==> src/hdl/assert_macros.svh <==
// Assertion macros shared by the RTL.
// Each macro checks a property on the rising edge of clk; ASSERT_CLK holds it off during reset.
`ifndef ASSERT_MACROS_SVH
`define ASSERT_MACROS_SVH

// Implication checked at every clock edge outside reset.
`define ASSERT_CLK(label, prop, msg) \
  label: assert property (@(posedge clk) disable iff (!rst_n) prop) else $error(msg);

// Same check, but also evaluated while reset is asserted.
`define ASSERT_ALWAYS(label, prop, msg) \
  label: assert property (@(posedge clk) prop) else $error(msg);

`endif

==> src/hdl/jnfbd_pkg.sv <==
`timescale 1ns / 1ps
`default_nettype none

package jnfbd_pkg;

  // Default sizes of the frame fields.
  localparam int DEF_ADDR_BITS  = 25;
  localparam int DEF_DATA_BITS  = 16;
  localparam int DEF_COUNT_BITS = 16;
  localparam int DEF_READ_WAIT  = 20;

  // Padding bits after each word of a burst write.
  localparam int BURST_PAD = 21;

  // Width of the command field.
  localparam int CMD_BITS = 4;

  localparam logic [CMD_BITS-1:0] OP_WRITE = 4'd1;
  localparam logic [CMD_BITS-1:0] OP_READ  = 4'd2;
  localparam logic [CMD_BITS-1:0] OP_BURST = 4'd4;

  typedef enum logic [2:0] {
    PH_IDLE   = 3'd0,
    PH_HEADER = 3'd1,
    PH_WDATA  = 3'd2,
    PH_READ   = 3'd3,
    PH_COUNT  = 3'd4,
    PH_BWORD  = 3'd5,
    PH_DONE   = 3'd6
  } phase_t;

endpackage

`default_nettype wire

==> src/hdl/jtag_nor_flash_bridge_deframer.sv <==
`timescale 1ns / 1ps
`default_nettype none
// Channel   | Direction | Handshake             | Payload
// ----------+-----------+-----------------------+--------------------------------------------
// in_       | input     | in_valid / in_ready   | tdi, shift_restart, flash_rdata
// out_      | output    | out_valid / out_ready | tdo, op_valid, op_write, op_addr, op_data
//
// Every request yields exactly one result, held in the result register from the cycle after it is accepted.
// A new request can be accepted every cycle while the output drains; the parser state and
// the result register are both updated at the accepting edge, so throughput is one bit per cycle.
// The input is ready whenever the result register is empty or is being drained,
// so a stalled output stops input after a single held result.
// Reset (rst_n low, synchronous) returns the parser to idle and empties the result register.

`include "assert_macros.svh"

module jtag_nor_flash_bridge_deframer #(
  parameter int ADDR_BITS  = jnfbd_pkg::DEF_ADDR_BITS,
  parameter int DATA_BITS  = jnfbd_pkg::DEF_DATA_BITS,
  parameter int COUNT_BITS = jnfbd_pkg::DEF_COUNT_BITS,
  parameter int READ_WAIT  = jnfbd_pkg::DEF_READ_WAIT
) (
  input  wire                  clk,
  input  wire                  rst_n,

  input  wire                  in_valid,
  output logic                 in_ready,
  input  wire                  in_tdi,
  input  wire                  in_shift_restart,
  input  wire  [DATA_BITS-1:0] in_flash_rdata,

  output logic                 out_valid,
  input  wire                  out_ready,
  output logic                 out_tdo,
  output logic                 out_op_valid,
  output logic                 out_op_write,
  output logic [ADDR_BITS-1:0] out_op_addr,
  output logic [DATA_BITS-1:0] out_op_data
);

  // Last bit position of the header, read and burst word phases. The counter is sized for the longest one.
  localparam int HDR_END_I   = jnfbd_pkg::CMD_BITS + ADDR_BITS - 1;
  localparam int READ_END_I  = READ_WAIT + DATA_BITS;
  localparam int BWORD_END_I = DATA_BITS + jnfbd_pkg::BURST_PAD - 1;
  localparam int MAX_A       = (HDR_END_I > READ_END_I) ? HDR_END_I : READ_END_I;
  localparam int CNT_MAX     = (MAX_A > BWORD_END_I) ? MAX_A : BWORD_END_I;
  localparam int CNT_W       = $clog2(CNT_MAX + 1);

  localparam logic [CNT_W-1:0] CMD_END   = CNT_W'(jnfbd_pkg::CMD_BITS);
  localparam logic [CNT_W-1:0] HDR_END   = CNT_W'(HDR_END_I);
  localparam logic [CNT_W-1:0] DATA_END  = CNT_W'(DATA_BITS - 1);
  localparam logic [CNT_W-1:0] DATA_LEN  = CNT_W'(DATA_BITS);
  localparam logic [CNT_W-1:0] CAPTURE   = CNT_W'(READ_WAIT);
  localparam logic [CNT_W-1:0] READ_END  = CNT_W'(READ_END_I);
  localparam logic [CNT_W-1:0] COUNT_END = CNT_W'(COUNT_BITS - 1);
  localparam logic [CNT_W-1:0] BWORD_END = CNT_W'(BWORD_END_I);

  // Parser state.
  jnfbd_pkg::phase_t                   phase_r, phase_nxt;
  logic [CNT_W-1:0]                    cnt_r, cnt_nxt;
  logic [jnfbd_pkg::CMD_BITS-1:0]      cmd_r, cmd_nxt;
  logic [ADDR_BITS-1:0]                addr_r, addr_nxt;
  logic [DATA_BITS-1:0]                data_r, data_nxt;
  logic [COUNT_BITS-1:0]               words_r, words_nxt;
  logic [DATA_BITS-1:0]                rshift_r, rshift_nxt;

  // Result register.
  logic                                out_valid_r;
  logic                                tdo_r, tdo_nxt;
  logic                                ov_r, ov_nxt;
  logic                                ow_r, ow_nxt;
  logic [ADDR_BITS-1:0]                oa_r, oa_nxt;
  logic [DATA_BITS-1:0]                od_r, od_nxt;

  // Phase and position after a restart has been applied.
  jnfbd_pkg::phase_t                   ph;
  logic [CNT_W-1:0]                    cnt;
  logic                                in_fire;

  // Read phase conditions used by the checks at the end.
  logic                                rd_tail;
  logic                                rd_start;

  assign in_ready = !out_valid_r || out_ready;
  assign in_fire  = in_valid && in_ready;

  always_comb begin
    ph  = in_shift_restart ? jnfbd_pkg::PH_IDLE : phase_r;
    cnt = in_shift_restart ? '0 : cnt_r;

    phase_nxt  = ph;
    cnt_nxt    = cnt;
    cmd_nxt    = cmd_r;
    addr_nxt   = addr_r;
    data_nxt   = data_r;
    words_nxt  = words_r;
    rshift_nxt = rshift_r;

    tdo_nxt = 1'b0;
    ov_nxt  = 1'b0;
    ow_nxt  = 1'b0;
    oa_nxt  = '0;
    od_nxt  = '0;

    case (ph)
      jnfbd_pkg::PH_IDLE: begin
        // Leading zeros are skipped; a one is the start bit.
        if (in_tdi) begin
          cmd_nxt   = '0;
          addr_nxt  = '0;
          phase_nxt = jnfbd_pkg::PH_HEADER;
          cnt_nxt   = '0;
        end
      end
      jnfbd_pkg::PH_HEADER: begin
        // Command then address, both shifted in least significant bit first.
        if (cnt < CMD_END) begin
          cmd_nxt = {in_tdi, cmd_r[jnfbd_pkg::CMD_BITS-1:1]};
        end else begin
          addr_nxt = {in_tdi, addr_r[ADDR_BITS-1:1]};
        end
        if (cnt == HDR_END) begin
          cnt_nxt = '0;
          if (cmd_r == jnfbd_pkg::OP_WRITE) begin
            data_nxt  = '0;
            phase_nxt = jnfbd_pkg::PH_WDATA;
          end else if (cmd_r == jnfbd_pkg::OP_READ) begin
            ov_nxt    = 1'b1;
            oa_nxt    = addr_nxt;
            phase_nxt = jnfbd_pkg::PH_READ;
          end else if (cmd_r == jnfbd_pkg::OP_BURST) begin
            words_nxt = '0;
            phase_nxt = jnfbd_pkg::PH_COUNT;
          end else begin
            phase_nxt = jnfbd_pkg::PH_DONE;
          end
        end else begin
          cnt_nxt = cnt + CNT_W'(1);
        end
      end
      jnfbd_pkg::PH_WDATA: begin
        data_nxt = {in_tdi, data_r[DATA_BITS-1:1]};
        if (cnt == DATA_END) begin
          ov_nxt    = 1'b1;
          ow_nxt    = 1'b1;
          oa_nxt    = addr_r;
          od_nxt    = data_nxt;
          phase_nxt = jnfbd_pkg::PH_DONE;
          cnt_nxt   = '0;
        end else begin
          cnt_nxt = cnt + CNT_W'(1);
        end
      end
      jnfbd_pkg::PH_READ: begin
        // Wait for the flash, capture its word, then return it on tdo.
        if (cnt == CAPTURE) begin
          rshift_nxt = in_flash_rdata;
        end else if (cnt > CAPTURE) begin
          tdo_nxt    = rshift_r[0];
          rshift_nxt = {1'b0, rshift_r[DATA_BITS-1:1]};
        end
        if (cnt >= READ_END) begin
          phase_nxt = jnfbd_pkg::PH_DONE;
          cnt_nxt   = '0;
        end else begin
          cnt_nxt = cnt + CNT_W'(1);
        end
      end
      jnfbd_pkg::PH_COUNT: begin
        words_nxt = {in_tdi, words_r[COUNT_BITS-1:1]};
        if (cnt == COUNT_END) begin
          data_nxt  = '0;
          cnt_nxt   = '0;
          phase_nxt = (words_nxt == '0) ? jnfbd_pkg::PH_DONE : jnfbd_pkg::PH_BWORD;
        end else begin
          cnt_nxt = cnt + CNT_W'(1);
        end
      end
      jnfbd_pkg::PH_BWORD: begin
        if (cnt < DATA_LEN) begin
          data_nxt = {in_tdi, data_r[DATA_BITS-1:1]};
          if (cnt == DATA_END) begin
            ov_nxt   = 1'b1;
            ow_nxt   = 1'b1;
            oa_nxt   = addr_r;
            od_nxt   = data_nxt;
            addr_nxt = addr_r + ADDR_BITS'(1);
          end
        end
        if (cnt == BWORD_END) begin
          words_nxt = words_r - COUNT_BITS'(1);
          data_nxt  = '0;
          cnt_nxt   = '0;
          phase_nxt = (words_nxt == '0) ? jnfbd_pkg::PH_DONE : jnfbd_pkg::PH_BWORD;
        end else begin
          cnt_nxt = cnt + CNT_W'(1);
        end
      end
      jnfbd_pkg::PH_DONE: begin
        // Everything up to the next restart is ignored.
      end
      default: begin
        phase_nxt = jnfbd_pkg::PH_DONE;
      end
    endcase
  end

  always_ff @(posedge clk) begin
    if (!rst_n) begin
      phase_r     <= jnfbd_pkg::PH_IDLE;
      cnt_r       <= '0;
      cmd_r       <= '0;
      addr_r      <= '0;
      data_r      <= '0;
      words_r     <= '0;
      rshift_r    <= '0;
      out_valid_r <= 1'b0;
      tdo_r       <= 1'b0;
      ov_r        <= 1'b0;
      ow_r        <= 1'b0;
      oa_r        <= '0;
      od_r        <= '0;
    end else begin
      if (in_fire) begin
        phase_r  <= phase_nxt;
        cnt_r    <= cnt_nxt;
        cmd_r    <= cmd_nxt;
        addr_r   <= addr_nxt;
        data_r   <= data_nxt;
        words_r  <= words_nxt;
        rshift_r <= rshift_nxt;
        tdo_r    <= tdo_nxt;
        ov_r     <= ov_nxt;
        ow_r     <= ow_nxt;
        oa_r     <= oa_nxt;
        od_r     <= od_nxt;
      end
      if (in_fire) begin
        out_valid_r <= 1'b1;
      end else if (out_ready) begin
        out_valid_r <= 1'b0;
      end
    end
  end

  assign out_valid    = out_valid_r;
  assign out_tdo      = tdo_r;
  assign out_op_valid = ov_r;
  assign out_op_write = ow_r;
  assign out_op_addr  = oa_r;
  assign out_op_data  = od_r;

  assign rd_tail  = (phase_r == jnfbd_pkg::PH_READ) || (phase_r == jnfbd_pkg::PH_DONE);
  assign rd_start = (phase_r == jnfbd_pkg::PH_READ) && (cnt_r == '0);

  // With no operation issued, the operation fields must all be zero.
  `ASSERT_ALWAYS(a_idle_op_zero, !ov_r |-> (!ow_r && oa_r == '0 && od_r == '0), "op fields set")
  // Read data can only leave while the read phase runs or has just finished.
  `ASSERT_CLK(a_tdo_in_read, tdo_r |-> rd_tail, "tdo outside a read")
  // A read issue always starts the read phase from its first position.
  `ASSERT_CLK(a_read_starts, (ov_r && !ow_r) |-> rd_start, "read issued outside read start")

endmodule

`default_nettype wire
==> config.mk <==
export PLATFORM = sky130hd
export DESIGN_NAME = jtag_nor_flash_bridge_deframer
export DESIGN_NICKNAME = d
export VERILOG_FILES = /design/src/hdl/jnfbd_pkg.sv /design/src/hdl/jtag_nor_flash_bridge_deframer.sv
export VERILOG_INCLUDE_DIRS = /design/src /design/src/hdl
export SDC_FILE = /design/constraint.sdc
export NUM_CORES = 1
export LEC_CHECK = 0
export ABC_AREA = 1
export ABC_CLOCK_PERIOD_IN_PS = 2300
export BUFFER_PORTS_ARGS = -buffer_cell sky130_fd_sc_hd__buf_2
export CAP_MARGIN = 20
export CORE_MARGIN = 4
export CORE_UTILIZATION = 47
export CTS_CLUSTER_DIAMETER = 150
export DETAILED_ROUTE_END_ITERATION = 6
export GPL_TIMING_DRIVEN = 0
export PLACE_DENSITY = 0.66
export REMOVE_ABC_BUFFERS = 1
export SYNTH_ARGS = -nofsm -noshare
export SYNTH_HDL_FRONTEND = slang
export SYNTH_SLANG_ARGS = --single-unit
==> constraint.sdc <==
create_clock -name clk -period 2.3 [get_ports clk]
set_clock_uncertainty 0.05 [all_clocks]
set_input_delay 0.115 -clock clk [delete_from_list [all_inputs] [get_ports clk]]
set_output_delay 0.115 -clock clk [all_outputs]
set_load 0.02 [all_outputs]
==> results of run 1 <==
==> state kept, by name, summed over array words and instances, names as in the netlist <==
register / cells
addr_r: 25
out_op_data: 16
cnt_r: 6
cmd_r: 4
out_op_valid: 1
out_op_addr: 25
words_r: 16
out_op_write: 1
rshift_r: 16
data_r: 15
out_valid: 1
phase_r: 3
out_tdo: 1
==> cells in the final DEF, fill, tap and decap left out, types with 4 or more instances in the layout <==
cell type and instances:
o21ai_1 15, clkinv_2 4, nor4_1 4, clkinvlp_4 6, nand2_1 308, inv_2 9, o22ai_1 37, nor2_4 8
xor2_1 4, dfxtp_1 130, a22oi_1 9, clkbuf_16 17, inv_1 86, buf_4 14, a211oi_1 5, buf_2 67
dlygate4sd3_1 18, nor2_1 65, nand3_1 56, nand2_2 8, a21oi_1 137, ha_1 5, nand2_4 6, nand4_1 13
a31oi_1 20, nor3_1 12, o21ai_0 76, nor2_2 8
==> cells in the mapped netlist (3+ instances only) <==
library cell  number
o21ai_1           13
ha_1               5
a31oi_1           20
nor2_4             5
a22oi_1            9
xor2_1             4
o22ai_1           37
nand3_1           56
buf_2             17
buf_1              4
nand2_2            5
inv_2             10
nor2_1            70
a211oi_1           5
nor2_2             5
buf_6              4
nor4_1             4
nand2_1          314
a21oi_1          137
o31ai_1            3
o21ai_0           78
dfxtp_1          130
inv_1             89
nor3_1            12
clkbuf_1          31
nand4_1           13
==> logic make-up (layout without fill, tap and decap cells) <==
family                     count (synthesis)  after routing  share of synthesized area [%]
adders and majority gates                  5              5                          0.872
xor gates and xnor gates                   5              5                          0.610
and+or+nand+nor                          494            497                           29.6
AOI/OAI and AO/OA                        308            309                           23.5
DFF                                      130            130                           36.3
buffers and inverters                    159            236                           9.17
==> area by class of cell <==
type,count,area share [%]
Timing Repair inverter,1,0.0590
Inverter,102,4.86
Tap cell,184,2.72
Timing Repair Buffer,101,7.88
Clock buffer,20,5.39
Clock inverter,12,0.989
Multi-Input combinational cell,816,47.4
Sequential cell,130,30.7
==> metal layers <==
| metal | vias to the layer above | share of wire (%) | track usage (%) |
|---|---|---|---|
| met4 | 0 | 1.9 | 7.64 |
| met3 | 30 | 6.0 | 4.32 |
| met2 | 234 | 44 | 33.9 |
| li1 | 3845 | - | - |
| met5 | - | 0 | 0 |
| met1 | 3430 | 48 | 31.3 |
==> worst max-delay path, stage by stage (launching register included) <==
cell and delay, ns:
dfxtp_1 0.34, inv_1 0.10, nor2_1 0.06, nor2_1 0.30
nand2_4 0.36, a21oi_1 0.21, o21ai_0 0.14, o22ai_1 0.25
nand2_1 0.08, a21oi_1 0.15
==> worst min path at each step <==
| stage | to | slack [ns] | depth (start not counted) |
|---|---|---|---|
| 2_1_floorplan | rshift_r[0] | 0.20 | 2 |
| 3_3_place_gp | rshift_r[15] | 0.34 | 3 |
| 3_5_place_dp | rshift_r[12] | 0.34 | 3 |
| 4_1_cts | out_op_addr[17] | 0.10 | 4 |
| 5_1_grt | out_op_addr[17] | 0.20 | 4 |
| 6_report | out_op_addr[12] | 0.18 | 4 |
==> where the power goes <==
group,switching (uW),internal (uW),total [uW]
logic,489,215,704
clock network,1030,1430,2460
registers,32.0,2290,2320
total,1550,3930,5490
==> timing repair <==
item,4_1_cts,5_1_grt
cloned,3,2
pin swaps,3,2
hold endpoints to repair,19,0
gates resized for setup,10,19
endpoints found under the setup margin,108,96
hold buffers,18,0
buffers inserted,9,4
==> through the flow <==
step | total power [uW] | hold slack [ns] | setup TNS (ns) | std cells | setup WS [ns]
4_1_cts | 5480 | 0.104 | 0 | 1359 | 0.0134
3_5_place_dp | 2980 | 0.342 | -69.28 | 1297 | -1.05
6_report | 5490 | 0.178 | 0 | 1366 | 0.148
3_3_place_gp | 2960 | 0.337 | -208.13 | 1295 | -2.36
5_1_grt | 5690 | 0.195 | -0.00326 | 1366 | -0.00168
2_1_floorplan | 2790 | 0.203 | -73.62 | 1044 | -1.08
==> reports/summary.md, run 1 <==
Cells and area
• **share of the core filled with cells in the final layout** 57.4%
• **register area** 2600 sq um
• **Synth-to-Final Area Change** 18.1%
• **proportion of layout cells with a drive suffix above 1** 14.5%
• **number of filler instances in the final layout** 1480
• **layout net count** 1196
• **antenna diode instance count** 0
• **total area of multi-input combinational cells** 4020 sq um
• **final cell area excluding filler cells** 8480 sq um

Synth
• **count of flip-flops with a built-in enable after synthesis** 0
• **Yosys Warn Count** 0
• **area share of the leading cell type in the synthesized netlist** 36.3%
• **Post-synth ARST share** 0%
• **Top FF cell, synth** dfxtp_1
• **biggest area contributors in the synthesized netlist** dfxtp_1, nand2_1, a21oi_1, o21ai_0, inv_1
• **count of unique library cells instantiated by Yosys** 43
• **area leader, netlist** dfxtp_1
• **FF+latch count, synth** 130
• **cell area after technology mapping** 7180 sq um
• **number of instances in the synthesized netlist** 1101
• **sequential cell area fraction in the yosys report** 36.3%
• **syn_area_per_cell** 6.52 sq um

Worst setup path
• **register-to-register setup slack** 0.15 ns
• **RR Endpoint** out_op_addr[22]
• **sort of element at the start of the critical path** flip-flop
• **Max Fanout on Critical Path** 51
• **startpoint of the most critical register-to-register path** cnt_r[2]
• **WP data required** 2.59 ns
• **data arrival time of the critical path** 2.44 ns
• **path type of the worst setup path** flip-flop to flip-flop
• **critical path endpoint category** flip-flop
• **crit path from** cnt_r[2]
• **length in cells of the worst reg-to-reg path** 9
• **CP Capture Point** out_op_addr[22]

Placed design
• **final RePlAce weighted congestion** 0.869
• **count of buffers inserted at the top-level ports** 67
• **half-perimeter wire length after detailed placement** 12300 microns
• **standard cell area after detailed placement** 7530 sq um

Worst hold path
• **critical hold path startpoint** in_valid
• **type of the most critical hold path** input pin to flip-flop

STA
• **hold violation total from the final report** 0
• **Fmax achieved** 0.465 GHz
• **count of final setup violators** 0
• **clock period minus worst slack** 2.15 ns
• **RSZ-0062 raised after global routing** yes
• **worst slew margin relative to its limit** 33.9%
• **count of final max-slew check failures** 0
• **pin slew with the least headroom to its limit** 0.991 ns
• **period utilization** 93.6%

Drt
• **total DRC errors in the routed layout** 0
• **number of DRC markers in iteration 0** 723
• **DRT Pass-1 Iters** 5
• **vias per inst** 5.52
• **antenna-violating nets left** 0
• **total detailed-routing wirelength** 20500 microns
• **total via count in the routed design** 7539
• **average detailed-routed wire length per instance** 15.0 microns

Die
• **area of the placeable core** 14800 sq um
• **initial standard-cell utilization of the core** 48.7%
• **die width** 132 microns
• **I/O pin count** 68
• **number of rows in the core area** 44
• **area of the die** 17300 sq um
• **die height** 132 microns

Clock network
• **clock buffer count from CTS** 17
• **Bufs on Longest Clock Path** 2
• **deepest level of the CTS H-tree** 4
• **CTS Root Cell** clkbuf_16
• **CTS tree** done
• **later-pin clock latency in the skew report** 0.42 ns
• **clock slew at reported path FFs** 0.06 ns
• **Clock Sinks** 130

Global route
• **via count of the first global-routing pass** 6550
• **maximum number of pins on one net before global-route repair** 59
• **Total GRT Usage** 22.2%
• **first-pass GRT wire length** 32600 microns
• **antenna violations before repair** 0
• **GR Overflow Total** 0

Power
• **static leakage** 0.00323 uW
• **PwrDens** 647 nW/um^2
• **peak ir drop on the vdd network** 500 uV

Job
• **max-cap violation count** 0

Outcome
• **result of the run** completed

Power figures use the tool's default switching activity.
==> run 2, diff against run 1 <==
--- a/config.mk
+++ b/config.mk
@@ -10,12 +10,13 @@
 export ABC_CLOCK_PERIOD_IN_PS = 2300
 export BUFFER_PORTS_ARGS = -buffer_cell sky130_fd_sc_hd__buf_2
 export CAP_MARGIN = 20
+export CORE_ASPECT_RATIO = 0.75
 export CORE_MARGIN = 4
-export CORE_UTILIZATION = 47
+export CORE_UTILIZATION = 45
 export CTS_CLUSTER_DIAMETER = 150
 export DETAILED_ROUTE_END_ITERATION = 6
 export GPL_TIMING_DRIVEN = 0
-export PLACE_DENSITY = 0.66
+export PLACE_DENSITY = 0.63
 export REMOVE_ABC_BUFFERS = 1
 export SYNTH_ARGS = -nofsm -noshare
 export SYNTH_HDL_FRONTEND = slang
==> run 2 against run 1 <==
Via count is 0.70% higher. Sequential power hardly changed. Register-to-register slack hardly changed. Critical endpoint is now addr_r[16].
==> reports/summary.md, run 2 (same netlist as run 1, synthesis figures left out) <==
Outcome
• **result of the run** completed, unchanged

Clock network
• **deepest level of the CTS H-tree** 4, unchanged
• **later-pin clock latency in the skew report** 0.44 ns, was 0.42 ns
• **clock buffer count from CTS** 17, unchanged
• **Bufs on Longest Clock Path** 2, unchanged
• **CTS tree** done, unchanged
• **CTS Root Cell** clkbuf_16, unchanged
• **clock slew at reported path FFs** 0.06 ns, about the same
• **Clock Sinks** 130, unchanged

STA
• **count of final max-slew check failures** 0, unchanged
• **pin slew with the least headroom to its limit** 1.00 ns, was 0.991 ns
• **RSZ-0062 raised after global routing** yes, unchanged
• **count of final setup violators** 0, unchanged
• **Setup TNS** 0 ns, unchanged
• **Min Hold Slack** 0.0646 ns, was 0.178 ns
• **clock period minus worst slack** 2.16 ns, was 2.15 ns
• **hold violation total from the final report** 0, unchanged
• **period utilization** 93.9%, was 93.6%
• **worst slew margin relative to its limit** 33.3%, was 33.9%
• **Fmax achieved** 0.463 GHz, was 0.465 GHz
• **Setup WS post-layout** 0.139 ns, was 0.148 ns

Global route
• **GR Overflow Total** 0, unchanged
• **via count of the first global-routing pass** 6944, was 6550
• **first-pass GRT wire length** 34500 microns, was 32600 microns
• **maximum number of pins on one net before global-route repair** 92, was 59
• **antenna violations before repair** 0, unchanged
• **Total GRT Usage** 22.9%, was 22.2%

Cells and area
• **commonest cells after routing, fill and taps aside** nand2_1, a21oi_1, dfxtp_1, unchanged
• **proportion of layout cells with a drive suffix above 1** 15.4%, was 14.5%
• **antenna diode instance count** 0, unchanged
• **leading cell type in the layout, fill and taps excluded** nand2_1, unchanged
• **Synth-to-Final Area Change** 20.2%, was 18.1%
• **layout net count** 1198, was 1196
• **final cell area excluding filler cells** 8630 sq um, was 8480 sq um
• **number of filler instances in the final layout** 1574, was 1480

Drt
• **total DRC errors in the routed layout** 0, unchanged
• **antenna-violating nets left** 0, unchanged
• **number of DRC markers in iteration 0** 583, was 723
• **vias per inst** 5.47, was 5.52
• **average detailed-routed wire length per instance** 15.2 microns, was 15.0 microns
• **DRT Pass-1 Iters** 7, was 5
• **total detailed-routing wirelength** 21100 microns, was 20500 microns
• **total via count in the routed design** 7592, was 7539

Die
• **die width** 154 microns, was 132 microns
• **area of the placeable core** 15400 sq um, was 14800 sq um
• **I/O pin count** 68, unchanged
• **initial standard-cell utilization of the core** 46.6%, was 48.7%
• **number of rows in the core area** 39, was 44
• **die height** 117 microns, was 132 microns
• **area of the die** 18100 sq um, was 17300 sq um

Worst setup path
• **sort of element at the start of the critical path** flip-flop, unchanged
• **WP data required** 2.55 ns, was 2.59 ns
• **data arrival time of the critical path** 2.41 ns, was 2.44 ns
• **crit path from** cnt_r[4], was cnt_r[2]
• **RR Endpoint** addr_r[16], was out_op_addr[22]
• **Max Fanout on Critical Path** 12, was 51
• **startpoint of the most critical register-to-register path** cnt_r[4], was cnt_r[2]
• **length in cells of the worst reg-to-reg path** 11, was 9
• **CP Capture Point** addr_r[16], was out_op_addr[22]
• **path type of the worst setup path** flip-flop to flip-flop, unchanged
• **register-to-register setup slack** 0.14 ns, was 0.15 ns
• **critical path endpoint category** flip-flop, unchanged

Placed design
• **half-perimeter wire length after detailed placement** 12700 microns, was 12300 microns
• **standard cell area after detailed placement** 7560 sq um, was 7530 sq um
• **count of buffers inserted at the top-level ports** 67, unchanged
• **Setup Slack @ Placement** -1.08 ns, was -1.05 ns
• **final RePlAce weighted congestion** 0.880, was 0.869

Power
• **PwrDens** 666 nW/um^2, was 647 nW/um^2
• **total power of the final layout** 5750 uW, was 5490 uW
• **peak ir drop on the vdd network** 512 uV, was 500 uV
• **static leakage** 0.00327 uW, was 0.00323 uW

Worst hold path
• **type of the most critical hold path** input pin to flip-flop, unchanged
• **critical hold path startpoint** out_ready, was in_valid

Job
• **max-cap violation count** 0, unchanged

## run 2: cell type report
| type | count | area (sq um) | area share [%] |
|---|---|---|---|
| clock buffers | 17 | 425 | 4.93 |
| repair buffers | 104 | 701 | 8.12 |
| flip-flops and latches | 130 | 2600 | 30.2 |
| inverters | 102 | 414 | 4.80 |
| multi-input cells | 815 | 4060 | 47.0 |
| repair inverters | 1 | 5.00 | 0.0580 |
| well taps | 205 | 256 | 2.97 |
| clock inverters | 15 | 163 | 1.89 |
## run 2: metal layers
layer | track usage (%) | up-vias | share of wire [%]
met1 | 34.3 | 3458 | 50
met2 | 32.4 | 254 | 41
li1 | - | 3847 | -
met5 | 0 | - | 0
met3 | 5.38 | 33 | 7.3
met4 | 6.84 | 0 | 1.8
## run 2: repair_timing
action | CTS | global route
cloned | 3 | 1
setup buffers | 8 | 10
hold buffers | 17 | 0
endpoints found under the hold margin | 18 | 0
setup endpoints to repair | 108 | 106
pin swaps | 3 | 1
gates resized for setup | 11 | 29
## run 2: worst max-delay path: stages (launching register included)
cell     delay, ns
dfxtp_1       0.33
inv_1         0.14
nor2_8        0.05
nor2_2        0.21
inv_2         0.09
nor2_4        0.21
inv_2         0.11
a21oi_2       0.30
o21ai_4       0.14
buf_4         0.23
nand2_1       0.08
a21oi_1       0.07
## run 2: power breakdown
part / internal [uW] / total (uW) / leakage (uW) / switching [uW]
Combinational: 220 / 713 / 0.00194 / 494
Clock: 1530 / 2720 / 0.000283 / 1190
Sequential: 2280 / 2320 / 0.00105 / 31.8
Total: 4040 / 5750 / 0.00327 / 1710
## run 2: worst min-delay path by stage
stage / to / slack, ns / depth (start not counted)
after global routing: out_valid / 0.08 / 4
after detailed placement: rshift_r[11] / 0.34 / 3
after floorplan: rshift_r[0] / 0.20 / 2
after CTS: out_valid / 0.05 / 4
final: out_valid / 0.06 / 4
after global placement: rshift_r[7] / 0.34 / 3
## run 2: through the flow
stage               utilization, %  instances
finish                        55.9       1389
global route                  55.9       1389
CTS                           54.9       1378
detailed placement            49.0       1318
global placement              48.6       1316
floorplan                        -       1044
